==> src/rtl/mcr_pkg.sv <==
// ----------------------------------------------------------------------------
// mcr_pkg
// shared types, constants and the mu-law encoder for the capture ring
// ----------------------------------------------------------------------------
package mcr_pkg;

    localparam int SAMPLE_W     = 16;
    localparam int BYTE_W       = 8;
    localparam int MAXB_W       = 7;
    localparam int LEVEL_W      = 16;
    localparam int DEPTH_DEF    = 32768;
    localparam int MAX_PULL_DEF = 64;

    localparam logic [16:0] MU_CLIP  = 17'd32635;
    localparam logic [14:0] MU_BIAS  = 15'h0084;
    localparam logic [3:0]  MU_MANT  = 4'hF;
    localparam logic [7:0]  MU_INV   = 8'hFF;
    localparam logic [7:0]  MU_SIGN  = 8'h80;

    localparam logic FUNC_PUSH = 1'b0;
    localparam logic FUNC_PULL = 1'b1;

    typedef enum logic {
        ST_IDLE,
        ST_PULL
    } ctrl_state_t;

    typedef struct packed {
        logic push;
        logic empty;
        logic rd;
        logic rd_first;
        logic rd_last;
    } mcr_cmd_t;

    typedef struct packed {
        logic take_zero;
        logic take_one;
        logic remain_one;
    } mcr_stat_t;

    function automatic logic [7:0] mulaw_encode(input logic [15:0] raw);
        logic        neg;
        logic [16:0] mag17;
        logic [14:0] mag;
        logic [2:0]  expo;
        logic        found;
        logic [14:0] shifted;
        logic [7:0]  code;
        neg   = raw[15];
        mag17 = neg ? (17'h10000 - {1'b0, raw}) : {1'b0, raw};
        if (mag17 > MU_CLIP)
            mag17 = MU_CLIP;
        mag   = mag17[14:0] + MU_BIAS;
        expo  = 3'd0;
        found = 1'b0;
        for (int i = 7; i >= 1; i--)
        begin
            if (!found && mag[i + 7])
            begin
                expo  = 3'(i);
                found = 1'b1;
            end
        end
        shifted = mag >> (4'(expo) + 4'd3);
        code    = (neg ? MU_SIGN : 8'h00) | {1'b0, expo, 4'h0}
                | {4'h0, shifted[3:0] & MU_MANT};
        return ~code & MU_INV;
    endfunction

endpackage

==> src/rtl/mcr_ctrl.sv <==
// ----------------------------------------------------------------------------
// mcr_ctrl
// command sequencer: push, empty pull and byte-per-cycle pull
// ----------------------------------------------------------------------------
module mcr_ctrl (
    input  logic               clk,
    input  logic               rst_n,
    input  logic               start,
    input  logic               func,
    input  mcr_pkg::mcr_stat_t stat,
    output logic               busy,
    output mcr_pkg::mcr_cmd_t  cmd
);

    import mcr_pkg::*;

    ctrl_state_t state_reg;
    ctrl_state_t state_next;

    always_ff @(posedge clk or negedge rst_n)
    begin
        if (!rst_n)
            state_reg <= ST_IDLE;
        else
            state_reg <= state_next;
    end

    always_comb
    begin
        state_next = state_reg;
        cmd        = '0;
        busy       = 1'b0;
        unique case (state_reg)
            ST_IDLE:
            begin
                if (start)
                begin
                    if (func == FUNC_PUSH)
                        cmd.push = 1'b1;
                    else if (stat.take_zero)
                        cmd.empty = 1'b1;
                    else
                    begin
                        cmd.rd       = 1'b1;
                        cmd.rd_first = 1'b1;
                        cmd.rd_last  = stat.take_one;
                        if (!stat.take_one)
                            state_next = ST_PULL;
                    end
                end
            end
            ST_PULL:
            begin
                busy        = 1'b1;
                cmd.rd      = 1'b1;
                cmd.rd_last = stat.remain_one;
                if (stat.remain_one)
                    state_next = ST_IDLE;
            end
            default:
            begin
                state_next = ST_IDLE;
            end
        endcase
    end

endmodule

==> config.mk <==
export PLATFORM = sky130hd
export DESIGN_NAME = mcr_ctrl
export DESIGN_NICKNAME = d
export VERILOG_FILES = /design/src/rtl/mcr_pkg.sv /design/src/rtl/mcr_ctrl.sv
export SDC_FILE = /design/constraint.sdc
export NUM_CORES = 1
export LEC_CHECK = 0
export BUFFER_PORTS_ARGS = -buffer_cell sky130_fd_sc_hd__buf_2
export CAP_MARGIN = 20
export CORE_AREA = 5 5 42 44
export CTS_CLUSTER_DIAMETER = 80
export DETAILED_ROUTE_END_ITERATION = 6
export DIE_AREA = 0 0 47 49
export PLACE_DENSITY = 0.3
export REMOVE_ABC_BUFFERS = 1
export SLEW_MARGIN = 20
export SYNTH_ARGS = -nofsm -noshare
export SYNTH_HDL_FRONTEND = slang
export SYNTH_SLANG_ARGS = --single-unit
==> constraint.sdc <==
create_clock -name clk -period 2.2 [get_ports clk]
set_input_delay 0.33 -clock clk [delete_from_list [all_inputs] [get_ports clk]]
set_output_delay 0.33 -clock clk [all_outputs]
set_load 0.05 [all_outputs]
==> out/metrics.csv <==
stage,metric,value,unit
run_status,status,"finished, final reports clean",
logic_synthesis,yosysUniqueCellTypes,9,
run,maxCapViolCount,0,
drt,dr_total_vias,126,
layout,largest_reg_flops,1,
grt,grt_max_degree,10,
logic_synthesis,yosysMostFrequentCell,nand2b_1,
drt,drtIter0Drc,3,
layout,area_growth,75.3,%
drt,viasPerCell,3.23,
drt,drc,0,
logic_synthesis,ys_seq_area_share,23.5,%
setup_path,r2r_start,state_reg,
setup_path,cp-startpoint,stat[2],
logic_synthesis,synthCells,11,
sta,max_freq,748,MHz
clock_network,hold_buffers,0,
sta,final.setup.tns,0,ps
setup_path,crit_fanout,4,
floorplanning,ios,13,
grt,grt_pass1_vias,114,
logic_synthesis,async_flop_share,100,%
layout,drive_above_1_share,60.9,%
layout,fin_cells,39,
sta,finClkSkew,0,ps
setup_path,worst_ep_arrival_time,1010,ps
layout,final_nets,32,
clock_network,clk_latency,0,ps
layout,insertedDiodeCount,0,
floorplanning,die_area,0.00230,mm²
sta,tightest_slew,255,ps
clock_network,cts_setup_buffers,0,
setup_path,worstPathRequired,1870,ps
placement,dp_slack,858,ps
placement,place.gp.congestion,0.808,
placement,placed_cells,39,
sta,worst_hold_slack,105,ps
grt,grt_pass1_wl,579,µm
logic_synthesis,synth_edf_count,0,
placement,port_buffers,12,
logic_synthesis,synth.cell_area,106,µm²
logic_synthesis,synth_top_area_share,23.5,%
logic_synthesis,yosys.area.top_type,dfrtp_1,
sta,relSlewSlack,83.1,%
sta,drv_slew,0,
sta,finalHoldViolations,0,
power_and_ir_drop,p_leak,0.110,nW
setup_path,rrSetupSlack,1450,ps
sta,setup_slack,862,ps
sta,min_period_over_period,60.8,%
placement,placed_area,186,µm²
sta,setup_violations,0,
clock_network,clk_pin_slew,0,ps
setup_path,worst_path_most_repeated_cell,buf_2,
logic_synthesis,synth.area.top_cells,"dfrtp_1 24%, nand3b_4 19%, nand2b_1 18%, o31ai_2 12%, and4b_1 9.4%",
grt,gr-total-overflow,0,
drt,avgRoutedWirePerCell,9.77,µm
power_and_ir_drop,peakVddDrop,0.0000839,V
clock_network,cts_resized,0,
sta,fin_crit,1340,ps
grt,antenna_found_initial,0,
drt,drtAntennaViolNets,0,
layout,fillCellCount,167,
logic_synthesis,avgSynthCellArea,9.67,µm²
floorplanning,placementRows,14,
hold_path,min-delay-path-class,in -> async,
power_and_ir_drop,powerDensity,362,mW/mm²
grt,track_usage,3.23,%
floorplanning,die_width,47,µm
logic_synthesis,synthFlopType,dfrtp_1,
floorplanning,coreArea,0.00140,mm²
floorplanning,die_h,49,µm
setup_path,r2r-end,state_reg,
floorplanning,start_util,7.59,%
layout,stdcell_area,186,µm²
logic_synthesis,synth-seq-cells,1,
setup_path,cp-start-kind,input pin,
drt,dr.pass1.iters,2,
sta,rsz0062_at_grt,false,
setup_path,cp_cell_sequence,buf_2 -> nand3b_4 -> o21ai_1 -> buf_2,
setup_path,crit_path_end,cmd[0],
setup_path,setup.worst_path.end_class,output pin,
logic_synthesis,yosysWarnings,0,
setup_path,rr_worst_depth,1,
drt,wl,381,µm
setup_path,critPathSlowestCell,buf_2,
setup_path,cp_slowest_stage_delay,270,ps
setup_path,worstSetupPathType,in -> out,
[metrics by stage]
stage	total power, mW	utilization [%]
global placement	0.0678	13.3
global route	0.0706	13.3
floorplan	0.0528	-
CTS	0.0680	13.3
detailed placement	0.0679	13.3
finish	0.0675	13.3
[power breakdown]
part / internal (mW) / leakage [nW] / total (mW) / switching, mW
Combinational: 0.0135 / 0.0969 / 0.0457 / 0.0322
Sequential: 0.0198 / 0.0135 / 0.0218 / 0.00205
Clock: 0 / 0 / 0 / 0
[how the worst min path moves through the flow]
stage | start | end | cells past startpoint
global placement | rst_n | state_reg | 1
detailed placement | rst_n | state_reg | 1
finish | rst_n | state_reg | 1
CTS | rst_n | state_reg | 1
global route | rst_n | state_reg | 1
floorplan | rst_n | state_reg | 0
[final cells by class]
class | instances | area (µm²) | share of cell area (%)
tap | 16 | 20.0 | 10.7
multi-input combinational | 10 | 81.3 | 43.6
timing repair buffer | 12 | 60.1 | 32.2
sequential | 1 | 25.0 | 13.4
[critical path: cells and delay by family]
| family | cells | cell delay, ps |
|---|---|---|
| compound gates | 1 | 130 |
| simple gates | 1 | 170 |
| buf+inv | 2 | 380 |
[logic make-up after synthesis]
logic type | after synthesis | synth area share (%)
and+or+nand+nor | 8 | 60.0
AOI/OAI and AO/OA | 2 | 16.5
DFF | 1 | 23.5
[cells in the final DEF, fill, tap and decap left out]
cell type	synthesis	final
nand3b_4	1	1
nor3b_1	1	1
buf_2	0	12
and4b_1	1	1
nand2_1	1	1
nor2_1	1	1
dfrtp_1	1	1
nand2b_1	3	3
o21ai_1	1	1
o31ai_2	1	1
[per-layer routing]
metal	track usage, %	up-vias	wire length (µm)
met5	0	-	0
met4	0	0	0
met3	2.21	0	97
met2	2.49	13	63
met1	6.33	47	221
li1	-	66	-
No activity file was read; power rests on OpenSTA's default activity.
